## src/hw/rtl/wps_pkg.sv

```systemverilog
package wps_pkg;

    // Store geometry
    localparam int PIXEL_MAX_DEF  = 256;
    localparam int BITS_PER_PIXEL = 24;
    localparam int TICK_NS        = 100;

    // Reset timing in ticks
    localparam logic [7:0] ONE_HIGH_RST  = 8'(800 / TICK_NS);
    localparam logic [7:0] ONE_LOW_RST   = 8'(450 / TICK_NS);
    localparam logic [7:0] ZERO_HIGH_RST = 8'(400 / TICK_NS);
    localparam logic [7:0] ZERO_LOW_RST  = 8'(850 / TICK_NS);

    // Command codes
    localparam logic [1:0] CMD_TICK  = 2'd0;
    localparam logic [1:0] CMD_SET   = 2'd1;
    localparam logic [1:0] CMD_SHOW  = 2'd2;
    localparam logic [1:0] CMD_CLEAR = 2'd3;

    // Register indexes
    localparam logic [2:0] REG_LED_COUNT = 3'd0;
    localparam logic [2:0] REG_ONE_HIGH  = 3'd1;
    localparam logic [2:0] REG_ONE_LOW   = 3'd2;
    localparam logic [2:0] REG_ZERO_HIGH = 3'd3;
    localparam logic [2:0] REG_ZERO_LOW  = 3'd4;

    typedef struct packed {
        logic [8:0] led_count;
        logic [7:0] one_high;
        logic [7:0] one_low;
        logic [7:0] zero_high;
        logic [7:0] zero_low;
    } t_cfg;

    // A programmed count of zero behaves as one tick
    function automatic logic [7:0] at_least_one(input logic [7:0] v);
        return (v == 8'd0) ? 8'd1 : v;
    endfunction

endpackage

```

## src/hw/rtl/wps_cfg_regs.sv

```systemverilog
module wps_cfg_regs
    import wps_pkg::*;
(
    input  logic       i_clk,
    input  logic       i_rst_n,
    input  logic       i_cfg_valid,
    output logic       o_cfg_ready,
    input  logic [2:0] i_cfg_index,
    input  logic [8:0] i_cfg_data,
    output t_cfg       o_cfg
);

    t_cfg r_cfg;

    assign o_cfg_ready = 1'b1;
    assign o_cfg       = r_cfg;

    // Hold register values, update on a write
    always_ff @(posedge i_clk) begin
        if (!i_rst_n) begin
            r_cfg.led_count <= 9'd0;
            r_cfg.one_high  <= ONE_HIGH_RST;
            r_cfg.one_low   <= ONE_LOW_RST;
            r_cfg.zero_high <= ZERO_HIGH_RST;
            r_cfg.zero_low  <= ZERO_LOW_RST;
        end else if (i_cfg_valid && o_cfg_ready) begin
            unique case (i_cfg_index)
                REG_LED_COUNT: r_cfg.led_count <= i_cfg_data;
                REG_ONE_HIGH:  r_cfg.one_high  <= i_cfg_data[7:0];
                REG_ONE_LOW:   r_cfg.one_low   <= i_cfg_data[7:0];
                REG_ZERO_HIGH: r_cfg.zero_high <= i_cfg_data[7:0];
                REG_ZERO_LOW:  r_cfg.zero_low  <= i_cfg_data[7:0];
                default: ;
            endcase
        end
    end

endmodule

```

## config.mk

```make
export PLATFORM = sky130hd
export DESIGN_NAME = wps_cfg_regs
export DESIGN_NICKNAME = d
export VERILOG_FILES = /design/src/hw/rtl/wps_pkg.sv /design/src/hw/rtl/wps_cfg_regs.sv
export SDC_FILE = /design/constraint.sdc
export NUM_CORES = 1
export LEC_CHECK = 0
export BUFFER_PORTS_ARGS = -buffer_cell sky130_fd_sc_hd__buf_4
export CAP_MARGIN = 40
export CORE_ASPECT_RATIO = 2
export CORE_MARGIN = 5
export CORE_UTILIZATION = 48
export DETAILED_ROUTE_END_ITERATION = 10
export PLACE_DENSITY = 0.8
export REMOVE_ABC_BUFFERS = 1
export SYNTH_ARGS = -nofsm -noshare
export SYNTH_HDL_FRONTEND = slang
export SYNTH_SLANG_ARGS = --single-unit
```

## constraint.sdc

```tcl
create_clock -name i_clk -period 1.45 [get_ports i_clk]
set_input_delay 0.2175 -clock i_clk [delete_from_list [all_inputs] [get_ports i_clk]]
set_output_delay 0.2175 -clock i_clk [all_outputs]
set_load 0.01 [all_outputs]
```

==> impl_metrics.json <==
{
  "drc": 0,
  "track_usage_pct": 16.97,
  "grt_max_degree": 53,
  "syn_inst": 152,
  "worst_setup_path_end_kind": "register",
  "postCtsHoldBufs": 0,
  "firstDrtPassIters": 4,
  "pwr_density_cell_mw_per_mm2": 1075,
  "dieWidth_um": 50.30,
  "clk_pin_slew_ps": 70,
  "antenna_left": 0,
  "start_util_pct": 49.39,
  "area_delta_synth_final_pct": 36.20,
  "ff_latch_area_um2": 820.8,
  "wl_met1_um": 1367,
  "cts_tree": "yes",
  "final_nets": 221,
  "antenna_found_initial": 0,
  "max-vdd-ir-drop_v": 0.001512,
  "synth_cell_types": 14,
  "antennaDiodeCount": 0,
  "vias": 1227,
  "largest_reg_flops": 41,
  "crit_fanout": 9,
  "clock_path_buffers": 2,
  "post_dp_cell_area_mm2": 0.002007,
  "startpoint_type": "input port",
  "die_area_mm2": 0.004557,
  "period_share_pct": 69.97,
  "setup_viol": 0,
  "cap_violations": 0,
  "rows": 29,
  "rsz0062_at_grt": "no",
  "design_area_mm2": 0.002123,
  "routabilityCongestion": 0.7029,
  "grt_pass1_wl_um": 6147,
  "fmax_mhz": 985.6,
  "required_ps": 1610,
  "die_h_um": 90.60,
  "cp_data_arrival_time_ps": 1180,
  "synth-warning-count": 0,
  "status": "finished, final reports clean",
  "syn_avg_cell_area_um2": 10.26,
  "power_mw": 2.282,
  "wl_per_cell_um": 15.89,
  "power_leakage_nw": 1.051,
  "synth_area_mm2": 0.001559,
  "grt_pass1_vias": 1296,
  "clock_latency_ps": 280,
  "cts_setup_buffers": 0,
  "routed_via_density": 5.155,
  "port_buffers": 55,
  "cts_resized": 0,
  "core_area_mm2": 0.003157,
  "multiInputGateArea_um2": 691.9,
  "io_pins": 57,
  "cts.sink_count": 41,
  "fin_worst_skew_ps": 0,
  "wl_met2_um": 2126,
  "numCtsBuffers": 5,
  "dp_hpwl_um": 2818,
  "ys_seq_area_share_pct": 52.65,
  "holdCritPathClass": "input port to register",
  "period_needed_ps": 1015,
  "fillers": 245,
  "drive_above_1_share_pct": 32.85,
  "drt-initial-drc-count": 11,
  "top_layer": "met4",
  "drt_wl_total_um": 3781,
  "cts_root_buffer": "clkbuf_8",
  "ctsHtreeMaxLevel": 2,
  "wl_met3_um": 204,
  "slew_violations": 0,
  "hold_violations": 0,
  "crit_type": "input port to register",
  "grt_overflow": 0,
  "ys_ff_latch": 41
}
## kinds of logic after synthesis
kind of cell / after synthesis / share of synthesized area [%]
other: 1 / 0.2405
and+or+nand+nor: 57 / 16.85
buffers and inverters: 12 / 3.933
DFF: 41 / 52.65
muxes: 41 / 26.32
## critical path: stages
cell     delay [ps]
buf_4           120
or4b_1          510
buf_4           200
mux2i_1         130
## metal layers
| metal | global-route usage (%) | vias up |
|---|---|---|
| met5 | 0 | - |
| met4 | 6.183 | 0 |
| met3 | 3.967 | 11 |
| met2 | 30.15 | 37 |
| met1 | 18.73 | 575 |
| li1 | - | 604 |
## layout make-up
class	count	share of cell area, %
flip-flops and latches	41	38.66
multi-input cells	99	32.59
repair buffers	59	21.45
clock buffers	7	4.066
well taps	31	1.827
clock inverters	1	1.414
## power by group
group          internal [mW]  total [mW]  leakage (nW)  switching [mW]
registers               1.15        1.16         0.332          0.0138
logic                 0.0936       0.190         0.660          0.0963
clock network          0.561       0.928        0.0585           0.367
total                   1.80        2.28          1.05           0.477
## path summary, 6_finish.rpt
check	from	end	slack (ps)	depth (start not counted)
max	i_cfg_index[0]	o_cfg[33]$_SDFFE_PN0P_	440	4
min	i_cfg_data[8]	o_cfg[40]$_SDFFE_PN0P_	190	3
max reg2reg	o_cfg[1]$_SDFFE_PN0P_	o_cfg[1]$_SDFFE_PN0P_	740	2
min reg2reg	o_cfg[14]$_SDFFE_PN0P_	o_cfg[14]$_SDFFE_PN0P_	460	2
## layout by cell type (no fill, tap or decap), types with 6 or more instances in the layout
| cell type | Yosys | final |
|---|---|---|
| clkbuf_8 | 0 | 6 |
| mux2i_1 | 41 | 41 |
| nor2b_1 | 6 | 6 |
| buf_4 | 1 | 58 |
| dfxtp_1 | 41 | 41 |
| nand2_1 | 46 | 46 |
## cell usage after synthesis
| cell | count | area [um^2] |
|---|---|---|
| nand4bb_1 | 1 | 11.26 |
| nor4bb_1 | 1 | 10.01 |
| buf_6 | 1 | 11.26 |
| nor2b_1 | 6 | 37.54 |
| and4bb_2 | 1 | 12.51 |
| dfxtp_1 | 41 | 820.8 |
| nand2_1 | 46 | 172.7 |
| buf_2 | 4 | 20.02 |
| or4b_1 | 1 | 10.01 |
| buf_4 | 1 | 7.510 |
| mux2i_1 | 41 | 410.4 |
| clkbuf_1 | 6 | 22.52 |
| nand4b_1 | 1 | 8.760 |
| conb_1 | 1 | 3.750 |
## through the flow
stage	util, %	hold slack, ps	setup TNS, ps	cells	setup slack (ps)
5_1_grt	67.26	209.8	0	238	406.4
3_3_place_gp	63.58	445.8	0	230	156.0
4_1_cts	67.26	181.8	0	238	437.2
3_5_place_dp	63.58	455.6	0	230	130.3
2_1_floorplan	-	356.3	-2622	140	-327.7
6_report	67.26	187.1	0	238	435.4
Power figures use the tool's default switching activity.
