$ cat src/hw/rtl/wps_pkg.sv
package wps_pkg;

    // Store geometry
    localparam int PIXEL_MAX_DEF  = 256;
    localparam int BITS_PER_PIXEL = 24;
    localparam int TICK_NS        = 100;

    // Reset timing in ticks
    localparam logic [7:0] ONE_HIGH_RST  = 8'(800 / TICK_NS);
    localparam logic [7:0] ONE_LOW_RST   = 8'(450 / TICK_NS);
    localparam logic [7:0] ZERO_HIGH_RST = 8'(400 / TICK_NS);
    localparam logic [7:0] ZERO_LOW_RST  = 8'(850 / TICK_NS);

    // Command codes
    localparam logic [1:0] CMD_TICK  = 2'd0;
    localparam logic [1:0] CMD_SET   = 2'd1;
    localparam logic [1:0] CMD_SHOW  = 2'd2;
    localparam logic [1:0] CMD_CLEAR = 2'd3;

    // Register indexes
    localparam logic [2:0] REG_LED_COUNT = 3'd0;
    localparam logic [2:0] REG_ONE_HIGH  = 3'd1;
    localparam logic [2:0] REG_ONE_LOW   = 3'd2;
    localparam logic [2:0] REG_ZERO_HIGH = 3'd3;
    localparam logic [2:0] REG_ZERO_LOW  = 3'd4;

    typedef struct packed {
        logic [8:0] led_count;
        logic [7:0] one_high;
        logic [7:0] one_low;
        logic [7:0] zero_high;
        logic [7:0] zero_low;
    } t_cfg;

    // A programmed count of zero behaves as one tick
    function automatic logic [7:0] at_least_one(input logic [7:0] v);
        return (v == 8'd0) ? 8'd1 : v;
    endfunction

endpackage

$ cat src/hw/rtl/wps_ctrl.sv
module wps_ctrl
    import wps_pkg::*;
#(
    parameter int PIXEL_MAX = PIXEL_MAX_DEF,
    parameter int AW        = 8,
    parameter int CNTW      = 9
) (
    input  logic                      i_clk,
    input  logic                      i_rst_n,
    input  logic                      i_start,
    output logic                      o_busy,
    input  logic [1:0]                i_cmd,
    input  logic [7:0]                i_index,
    input  logic [7:0]                i_red,
    input  logic [7:0]                i_green,
    input  logic [7:0]                i_blue,
    input  t_cfg                      i_cfg,
    output logic                      o_strobe,
    output logic                      o_line_level,
    output logic                      o_busy_res,
    output logic                      o_frame_done,
    output logic                      o_wr_en,
    output logic [AW-1:0]             o_wr_addr,
    output logic [BITS_PER_PIXEL-1:0] o_wr_data,
    output logic                      o_rd_en,
    output logic [AW-1:0]             o_rd_addr,
    input  logic [BITS_PER_PIXEL-1:0] i_rd_data
);

    typedef enum logic [1:0] {
        S_CLEAR,
        S_IDLE,
        S_FETCH
    } t_state;

    localparam logic [4:0]    LAST_BIT = 5'(BITS_PER_PIXEL - 1);
    localparam logic [AW-1:0] LAST_ADDR = AW'(PIXEL_MAX - 1);

    t_state                    r_state,     n_state;
    logic [AW-1:0]             r_clr_addr,  n_clr_addr;
    logic                      r_clr_frame, n_clr_frame;
    logic                      r_sending,   n_sending;
    logic [CNTW-1:0]           r_ptr,       n_ptr;
    logic [4:0]                r_bitpos,    n_bitpos;
    logic                      r_low,       n_low;
    logic [7:0]                r_tick,      n_tick;
    logic [BITS_PER_PIXEL-1:0] r_word,      n_word;
    logic                      r_strobe,    n_strobe;
    logic                      r_level,     n_level;
    logic                      r_busy_res,  n_busy_res;
    logic                      r_done,      n_done;

    logic [CNTW-1:0] eff_count;
    logic [CNTW-1:0] idx_ext;
    logic [CNTW:0]   ptr_inc;
    logic            accept;
    logic            cur_bit;
    logic            prev_bit;

    // Count saturates at the store size
    assign eff_count = (CNTW'(i_cfg.led_count) > CNTW'(PIXEL_MAX)) ?
                       CNTW'(PIXEL_MAX) : CNTW'(i_cfg.led_count);
    assign idx_ext   = CNTW'(i_index);
    assign ptr_inc   = {1'b0, r_ptr} + (CNTW+1)'(1);
    assign accept    = i_start && (r_state == S_IDLE);
    assign cur_bit   = r_word[r_bitpos];
    assign prev_bit  = r_word[r_bitpos - 5'd1];

    always_comb begin
        n_state     = r_state;
        n_clr_addr  = r_clr_addr;
        n_clr_frame = r_clr_frame;
        n_sending   = r_sending;
        n_ptr       = r_ptr;
        n_bitpos    = r_bitpos;
        n_low       = r_low;
        n_tick      = r_tick;
        n_word      = r_word;
        n_strobe    = 1'b0;
        n_level     = 1'b0;
        n_done      = 1'b0;
        o_wr_en     = 1'b0;
        o_wr_addr   = r_clr_addr;
        o_wr_data   = '0;
        o_rd_en     = 1'b0;
        o_rd_addr   = '0;

        unique case (r_state)
            // Sweep zeros through the store, then start a pending frame
            S_CLEAR: begin
                o_wr_en    = 1'b1;
                n_clr_addr = r_clr_addr + AW'(1);
                if (r_clr_addr == LAST_ADDR) begin
                    n_clr_addr = '0;
                    n_state    = S_IDLE;
                    if (r_clr_frame) begin
                        n_word   = '0;
                        n_ptr    = '0;
                        n_bitpos = LAST_BIT;
                        n_low    = 1'b0;
                        n_tick   = at_least_one(i_cfg.zero_high);
                    end
                    n_clr_frame = 1'b0;
                end
            end

            // Load the pixel that was read last cycle
            S_FETCH: begin
                n_word   = i_rd_data;
                n_bitpos = LAST_BIT;
                n_low    = 1'b0;
                n_tick   = at_least_one(i_rd_data[BITS_PER_PIXEL-1] ?
                                        i_cfg.one_high : i_cfg.zero_high);
                n_state  = S_IDLE;
            end

            S_IDLE: begin
                if (accept) begin
                    n_strobe = 1'b1;
                    if (r_sending) begin
                        n_level = !r_low;
                        if (i_cmd == CMD_TICK) begin
                            // Advance one tick of the waveform
                            priority if (r_tick > 8'd1) begin
                                n_tick = r_tick - 8'd1;
                            end else if (!r_low) begin
                                n_low  = 1'b1;
                                n_tick = at_least_one(cur_bit ?
                                                      i_cfg.one_low : i_cfg.zero_low);
                            end else if (r_bitpos != 5'd0) begin
                                n_bitpos = r_bitpos - 5'd1;
                                n_low    = 1'b0;
                                n_tick   = at_least_one(prev_bit ?
                                                        i_cfg.one_high : i_cfg.zero_high);
                            end else if (ptr_inc >= {1'b0, eff_count}) begin
                                n_sending = 1'b0;
                                n_low     = 1'b0;
                                n_tick    = 8'd0;
                                n_bitpos  = 5'd0;
                                n_ptr     = ptr_inc[CNTW-1:0];
                                n_done    = 1'b1;
                            end else begin
                                n_ptr     = ptr_inc[CNTW-1:0];
                                o_rd_en   = 1'b1;
                                o_rd_addr = ptr_inc[AW-1:0];
                                n_state   = S_FETCH;
                            end
                        end
                    end else begin
                        unique case (i_cmd)
                            CMD_TICK: ;
                            CMD_SET: begin
                                if (idx_ext < eff_count) begin
                                    o_wr_en   = 1'b1;
                                    o_wr_addr = idx_ext[AW-1:0];
                                    o_wr_data = {i_green, i_red, i_blue};
                                end
                            end
                            CMD_SHOW: begin
                                if (eff_count == '0) begin
                                    n_done = 1'b1;
                                end else begin
                                    n_sending = 1'b1;
                                    n_ptr     = '0;
                                    o_rd_en   = 1'b1;
                                    n_state   = S_FETCH;
                                end
                            end
                            CMD_CLEAR: begin
                                n_state    = S_CLEAR;
                                n_clr_addr = '0;
                                if (eff_count == '0) begin
                                    n_done = 1'b1;
                                end else begin
                                    n_sending   = 1'b1;
                                    n_clr_frame = 1'b1;
                                end
                            end
                            default: ;
                        endcase
                    end
                end
            end

            default: n_state = S_IDLE;
        endcase

        n_busy_res = n_sending;
    end

    // Hold state and registered result
    always_ff @(posedge i_clk) begin
        if (!i_rst_n) begin
            r_state     <= S_CLEAR;
            r_clr_addr  <= '0;
            r_clr_frame <= 1'b0;
            r_sending   <= 1'b0;
            r_ptr       <= '0;
            r_bitpos    <= 5'd0;
            r_low       <= 1'b0;
            r_tick      <= 8'd0;
            r_word      <= '0;
            r_strobe    <= 1'b0;
            r_level     <= 1'b0;
            r_busy_res  <= 1'b0;
            r_done      <= 1'b0;
        end else begin
            r_state     <= n_state;
            r_clr_addr  <= n_clr_addr;
            r_clr_frame <= n_clr_frame;
            r_sending   <= n_sending;
            r_ptr       <= n_ptr;
            r_bitpos    <= n_bitpos;
            r_low       <= n_low;
            r_tick      <= n_tick;
            r_word      <= n_word;
            r_strobe    <= n_strobe;
            r_level     <= n_level;
            r_busy_res  <= n_busy_res;
            r_done      <= n_done;
        end
    end

    assign o_busy       = (r_state != S_IDLE);
    assign o_strobe     = r_strobe;
    assign o_line_level = r_level;
    assign o_busy_res   = r_busy_res;
    assign o_frame_done = r_done;

    // A result follows only an accepted item
    a_strobe_after_accept: assert property (@(posedge i_clk) disable iff (!i_rst_n)
        r_strobe |-> $past(i_start && r_state == S_IDLE))
        else $error("result without accepted item");

    // The item that ends a frame reports the block no longer sending
    a_done_not_busy: assert property (@(posedge i_clk) disable iff (!i_rst_n)
        (r_strobe && r_done) |-> !r_busy_res)
        else $error("frame done while still busy");

    // The fetch state always returns to idle on the next cycle
    a_fetch_one_cycle: assert property (@(posedge i_clk) disable iff (!i_rst_n)
        (r_state == S_FETCH) |=> (r_state == S_IDLE))
        else $error("fetch did not return to idle");

    // Read and write never touch the store in the same cycle
    a_no_rw_overlap: assert property (@(posedge i_clk) disable iff (!i_rst_n)
        !(o_wr_en && o_rd_en))
        else $error("store read and write overlap");

    // Bit position stays inside the pixel word
    a_bitpos_range: assert property (@(posedge i_clk) disable iff (!i_rst_n)
        r_bitpos <= LAST_BIT)
        else $error("bit position out of range");

endmodule

$ cat config.mk
export PLATFORM = sky130hd
export DESIGN_NAME = wps_ctrl
export DESIGN_NICKNAME = d
export VERILOG_FILES = /design/src/hw/rtl/wps_pkg.sv /design/src/hw/rtl/wps_ctrl.sv
export SDC_FILE = /design/constraint.sdc
export NUM_CORES = 1
export LEC_CHECK = 0
export BUFFER_PORTS_ARGS = -buffer_cell sky130_fd_sc_hd__buf_4
export CAP_MARGIN = 20
export CORE_MARGIN = 2
export CORE_UTILIZATION = 50
export DETAILED_ROUTE_END_ITERATION = 8
export GPL_TIMING_DRIVEN = 0
export PLACE_DENSITY = 0.77
export SLEW_MARGIN = 40
export SYNTH_ARGS = -nofsm -noshare
export SYNTH_HDL_FRONTEND = slang
export SYNTH_SLANG_ARGS = --single-unit
export TNS_END_PERCENT = 100
$ cat constraint.sdc
create_clock -name i_clk -period 8.54 [get_ports i_clk]
set_input_delay 1.708 -clock i_clk [delete_from_list [all_inputs] [get_ports i_clk]]
set_output_delay 1.708 -clock i_clk [all_outputs]
set_load 0.02 [all_outputs]
==> impl_results.md, run 1 <==
- Outcome: finished, final reports clean
- Layout Nets: 865
- Clock root cell: clkbuf_8
- Setup CP Type: input pin to output pin
- Vias in the first global route: 4,844
- Netlist Area Pre-Place: 0.00472 mm²
- Final GP Congestion: 0.899
- Worst min path class: register to register
- Setup violators final: 0
- Placed cell areas: 0.00597 mm²
- PortBufs: 148
- Gr usage total: 28.5%
- Post-synth top area share: 26.3%
- Clk_lat worst skew: 0.35 ns
- Post-CTS Setup Bufs: 0
- Setup Skew: 0.0102 ns
- Inserted Diodes: 0
- GRT overflow: 0
- Slew at the pin closest to its max-slew limit: 0.806 ns
- Core area: 0.00920 mm²
- Register area: 0.00124 mm²
- Layout cell share with drive strength beyond 1: 26.3%
- Hold Violations, Final: 0
- Seq cells post-synth: 62
- Setup TNS: 0 ns
- DR vias/cell: 6.03
- Final Cycle Share: 73.0%
- Vias: 5,144
- # DRC: 0
- Warnings, synthesis: 0
- Row Count: 35
- Peak supply drop: 0.000106 V
- Die area: 0.0102 mm²
- Critical Path Fanout Max: 10
- Routed WL: 14,600 µm
- Post-synthesis cell type count: 65
- Top cell by count, worst path: buf_4
- CTS tree: done
- CP Launch Type: input pin
- RSZ-0062 raised after global routing: false
- Avg WL per Cell: 17.1 µm
- Post-synthesis async set-or-reset flop share: 0%
- Max Fclk: 160 MHz
- Post-cts sizing count: 0
- Synth top area cells: dfxtp_1 26%, ha_1 6.9%, mux2i_1 5.9%
- Max cap viols: 0
- Die Y-Extent: 101 µm
- Avg Cell Area, Syn: 8.16 µm²
- Initial Utilization: 51.3%
- Mapped Cells: 578
- CP max stage cell: or4_1
- First-pass GRT wire length: 23,400 µm
- Area delta synth->final: 30.7%
- ANT nets after route: 0
- Commonest cells post-synth: 68 x nor2_1, 62 x dfxtp_1, 47 x nand2_1
- Worst path max stage delay: 0.62 ns
- Top-count cell post-synth: nor2_1
- Fillers: 799
- Slew Limit Fails: 0
- CP endpoint kind: output pin
- Crit path DAT: 4.53 ns
- Slew margin rel.: 46.2%
- Min Tclk post-route: 6.23 ns
- Ys flop type: dfxtp_1
- CTS buffer count: 9
- Pwr dens: 145 mW/mm²
- Initial DRC Count: 353
- Max Root-Sink Buffers: 2
- Pre-Repair DR Iteration Count: 5
- WP data required: 6.83 ns
- Initial antenna violation count: 0
- Leakage power: 2.67 nW
- Worst path cell trace: buf_4, clkinv_1, nand2_1, ha_1, a21o_1, a221oi_1, o21a_1, o21ai_0, or4_1, clkbuf_1, nor2b_1, buf_4
- Pin count of the biggest net entering global routing: 13
- Syn_nets: 706
- CTS H-tree lvls: 3
- Clk pin slew, worst setup/hold paths: 0.08 ns
- I/O Pins: 149
- Die width: 101 µm
- Detailed Place HPWL: 11,400 µm
- Sequential cell area fraction in the yosys report: 26.3%
- Clock sink total: 62
- Number of enable flip-flop cells after synthesis: 0
- Area leader, netlist: dfxtp_1
- Finished Cell Area: 0.00616 mm²
- Multi-input gate area: 0.00327 mm²
- CTS Hold Bufs: 0
[cell families after synthesis]
logic type	share of synthesized area, %
simple gates	24.4
xor+xnor	2.97
mux	13.2
flops	26.3
fa+ha+maj	6.90
compound gates	22.0
buf+inv	4.30
[critical path, delay by kind of cell]
| kind | cells | cell delay [ns] |
|---|---|---|
| simple gates | 3 | 0.99 |
| compound gates | 4 | 0.86 |
| buf+inv | 4 | 0.70 |
| fa+ha+maj | 1 | 0.26 |
[cells in the final DEF (no fill, tap or decap), types with 8 or more instances in the layout]
| cell type | instances |
|---|---|
| and2_1 | 29 |
| a21oi_1 | 28 |
| mux2_2 | 9 |
| mux2i_1 | 28 |
| and3_1 | 9 |
| clkbuf_8 | 9 |
| xnor2_1 | 10 |
| a21o_1 | 10 |
| nor2b_1 | 8 |
| dfxtp_1 | 62 |
| nor3_1 | 19 |
| ha_1 | 26 |
| nor2_1 | 68 |
| buf_4 | 149 |
| nand2_1 | 47 |
| nand3_1 | 20 |
| a22oi_1 | 31 |
| o21ai_0 | 18 |
| inv_1 | 18 |
| clkbuf_1 | 20 |
[final timing paths]
path / to / cells past startpoint / slack, ns / startpoint
max: o_rd_addr[7] / 12 / 2.31 / i_cfg[40]
min: r_ptr[8]$_SDFFE_PN0P_ / 2 / 0.51 / r_ptr[8]$_SDFFE_PN0P_
max reg2reg: r_tick[2]$_SDFFE_PN0P_ / 14 / 4.39 / r_ptr[0]$_SDFFE_PN0P_
min reg2reg: r_ptr[8]$_SDFFE_PN0P_ / 2 / 0.51 / r_ptr[8]$_SDFFE_PN0P_
[metal layers]
layer	wire [µm]	global-route usage (%)	up-vias	share of wire, %
met5	0	0	-	0
met4	327	9.77	0	2.2
met3	796	4.83	31	5.5
met2	7160	47.1	186	49
met1	6270	37.9	2461	43
li1	-	-	2466	-
[where the power goes]
| part | internal, mW | switching (mW) |
|---|---|---|
| Sequential | 0.302 | 0.0169 |
| Clock | 0.137 | 0.128 |
| Combinational | 0.133 | 0.178 |
| Total | 0.572 | 0.322 |
[state kept, by name, indices dropped and copies added (netlist names)]
signal / count
r_clr_frame: 1
o_frame_done: 1
r_ptr: 9
r_low: 1
r_word: 24
r_clr_addr: 8
r_bitpos: 5
o_strobe: 1
o_line_level: 1
r_tick: 8
o_busy_res: 1
r_state: 2
[per-stage QoR]
stage / hold WS [ns] / setup slack (ns) / cells / total power, mW / utilization (%)
finish: 0.513 / 2.31 / 853 / 0.894 / 67.0
global placement: 0.485 / 2.33 / 837 / 0.624 / 64.9
global route: 0.544 / 2.05 / 853 / 0.934 / 67.0
CTS: 0.516 / 2.32 / 853 / 0.891 / 67.0
floorplan: 0.470 / 2.79 / 578 / 0.522 / -
detailed placement: 0.503 / 2.32 / 837 / 0.630 / 64.9
[layout make-up]
class / instances / area share (%)
clock buffer: 10 / 2.07
clock inverter: 6 / 1.14
buffer: 28 / 2.01
inverter: 21 / 1.28
timing repair buffer: 148 / 18.0
tap: 111 / 2.25
multi-input combinational: 467 / 53.1
sequential: 62 / 20.1
(Power assumes the default switching activity.)
==> run 2: changes to the inputs <==
Settings changed: ABC_AREA set to 1, PLACE_DENSITY 0.77 to 0.76.
Clock period 8.54 ns to 5.77 ns, I/O delays scaled along.
==> impl_results.md, run 2 <==
- Row Count: 36
- Leakage power: 3.13 nW
- PortBufs: 147
- Ys flop type: dfxtp_1
- Worst reg-to-reg path cell count: 15
- Crit path DAT: 4.18 ns
- Commonest non-fill, non-tap cell in the layout: nand2_1
- Number of enable flip-flop cells after synthesis: 0
- Post-synthesis async set-or-reset flop share: 0%
- Max reg flops: 24
- Vias: 5,972
- CTS buffer count: 9
- Commonest cells post-synth: 150 x nand2_1, 112 x nor2_1, 105 x inv_1
- Setup CP Type: input pin to output pin
- CTS H-tree lvls: 3
- Initial DRC Count: 346
- Vias in the first global route: 5,691
- Biggest regs: r_word x24, r_ptr x9
- I/O Pins: 149
- Layout cell share with drive strength beyond 1: 21.6%
- DP Cell Count: 1,081
- First-pass GRT wire length: 26,100 µm
- Final GP Congestion: 0.960
- Peak supply drop: 0.000107 V
- Seq cells post-synth: 62
- Detailed Place HPWL: 12,700 µm
- Setup TNS: 0 ns
- Mapped Cells: 801
- Critical Path Fanout Max: 10
- Reg-to-Reg End: r_tick[2]$_SDFFE_PN0P_
- Worst min path class: register to register
- Slew margin rel.: 53.5%
- RSZ-0062 raised after global routing: false
- Critical R2R Launch: r_ptr[0]$_SDFFE_PN0P_
- GRT overflow: 0
- Register area: 0.00124 mm²
- Initial antenna violation count: 0
- Min-delay src: r_tick[1]$_SDFFE_PN0P_
- Setup violators final: 0
- Clock sink total: 62
- Max Fclk: 187 MHz
- Initial Utilization: 51.4%
- Die Y-Extent: 104 µm
- Hold endpoint: r_tick[1]$_SDFFE_PN0P_
- Pin count of the biggest net entering global routing: 14
- Synth top area cells: dfxtp_1 25%, nand2_1 11%, nor2_1 8.4%
- Hold Violations, Final: 0
- Setup Skew: 0.00924 ns
- Worst hold path stage count: 2
- Fillers: 918
- Avg Cell Area, Syn: 6.27 µm²
- R2r setup slk: 2.59 ns
- Routed WL: 16,000 µm
- Clk_lat worst skew: 0.36 ns
- Slew Limit Fails: 0
- Final cell count without fillers: 1,097
- Post-cts sizing count: 0
- Core area: 0.00977 mm²
- Crit path from: i_cfg[33]
- Top-count cell post-synth: nand2_1
- Inserted Diodes: 0
- Syn_nets: 929
- Slew at the pin closest to its max-slew limit: 0.695 ns
- CTS tree: done
- Max cap viols: 0
- Placed cell areas: 0.00629 mm²
- Warnings, synthesis: 0
- Post-synthesis cell type count: 50
- Layout Nets: 1,087
- Die width: 104 µm
- Min Tclk post-route: 5.34 ns
- Pre-Repair DR Iteration Count: 6
- Multi-input gate area: 0.00319 mm²
- Clk pin slew, worst setup/hold paths: 0.07 ns
- ANT nets after route: 0
- # DRC: 0
- Area delta synth->final: 30.3%
- Die area: 0.0109 mm²
- Outcome: finished, final reports clean
- Area leader, netlist: dfxtp_1
- Avg WL per Cell: 14.6 µm
- Max Root-Sink Buffers: 2
- Netlist Area Pre-Place: 0.00502 mm²
- Final Cycle Share: 92.5%
- Final Util: 66.9%
- Post-synth top area share: 24.7%
- Commonest non-fill, non-tap cells in the layout: 150 x nand2_1, 148 x buf_4, 112 x nor2_1
- CP endpoint kind: output pin
- CP Launch Type: input pin
- Clock root cell: clkbuf_8
- Sequential cell area fraction in the yosys report: 24.7%
- DR vias/cell: 5.44
- CTS Hold Bufs: 0
- Gr usage total: 29.0%
- Post-CTS Setup Bufs: 0
- Pwr dens: 217 mW/mm²
- WP data required: 4.62 ns
- Finished Cell Area: 0.00654 mm²
- Biggest register: r_word
-- run 2: cell types whose count changed in the layout (fill, tap and decap cells not counted), moves of 10 or more --
cell,change
nand2_1,+103
inv_1,+87
nand3_1,+48
nor2_1,+44
a21oi_1,+34
and2_1,-29
mux2i_1,-27
o21ai_0,+21
a21o_1,-10
-- run 2: kinds of logic (layout without fill, tap and decap cells) --
| logic type | after synthesis | in the layout | share of synthesized area (%) |
|---|---|---|---|
| adder cells (fa/ha/maj) | 26 | 26 | 6.48 |
| AO/OA/AOI/OAI | 169 | 169 | 20.0 |
| AND/OR/NAND/NOR | 386 | 386 | 34.2 |
| multiplexers | 3 | 3 | 0.648 |
| flip-flops | 62 | 62 | 24.7 |
| XOR/XNOR | 12 | 12 | 2.24 |
| buffers and inverters | 143 | 306 | 11.7 |
-- run 2: area by class of cell --
type,instances,area share [%]
sequential,62,19.0
clock inverter,7,1.95
inverter,115,6.67
clock buffer,9,1.89
timing repair buffer,147,16.9
buffer,28,2.33
tap,133,2.54
multi-input combinational,596,48.8
-- run 2: critical path: stages --
cell and delay (ns):
buf_4 0.11, or2_2 0.30, nor3_1 0.13, a31oi_1 0.09, inv_1 0.13, nand2_1 0.13, ha_1 0.32, nand2_1 0.05
a21oi_1 0.11, a211oi_1 0.05, o21ai_0 0.15, a21oi_1 0.08, o21bai_1 0.13, a21oi_1 0.07, o21ai_0 0.34, buf_2 0.28
buf_2 0.24, a21oi_1 0.13, buf_4 0.18
-- run 2: how the worst max path moves through the flow --
stage / to / depth (start not counted) / slack [ns]
global route: o_wr_addr[3] / 19 / 0.21
CTS: o_wr_addr[3] / 19 / 0.45
floorplan: o_wr_addr[2] / 17 / 1.01
finish: o_wr_addr[3] / 19 / 0.43
detailed placement: o_wr_addr[3] / 19 / 0.47
global placement: o_wr_addr[3] / 19 / 0.54
-- run 2: stage by stage --
stage          setup WS [ns]  total power [mW]  hold WS (ns)
3_5_place_dp           0.472             0.931         0.462
6_report               0.431              1.42         0.471
3_3_place_gp           0.540             0.921         0.460
2_1_floorplan           1.01             0.765         0.444
5_1_grt                0.206              1.49         0.505
4_1_cts                0.451              1.42         0.473
-- run 2: power by group --
part           total (mW)  internal, mW  leakage (nW)  switching [mW]
logic               0.461         0.179          2.50           0.282
clock network       0.491         0.294         0.127           0.197
registers           0.469         0.447         0.500          0.0221
total                1.42         0.920          3.13           0.500
-- run 2: per-layer routing --
metal	up-vias	routed length, µm	part of all wire [%]	GRT usage, %
met5	-	0	0	0
met4	0	321	2.0	10.1
met3	30	1260	7.9	6.20
met2	266	7590	48	50.9
met1	2704	6800	43	34.9
li1	2972	-	-	-
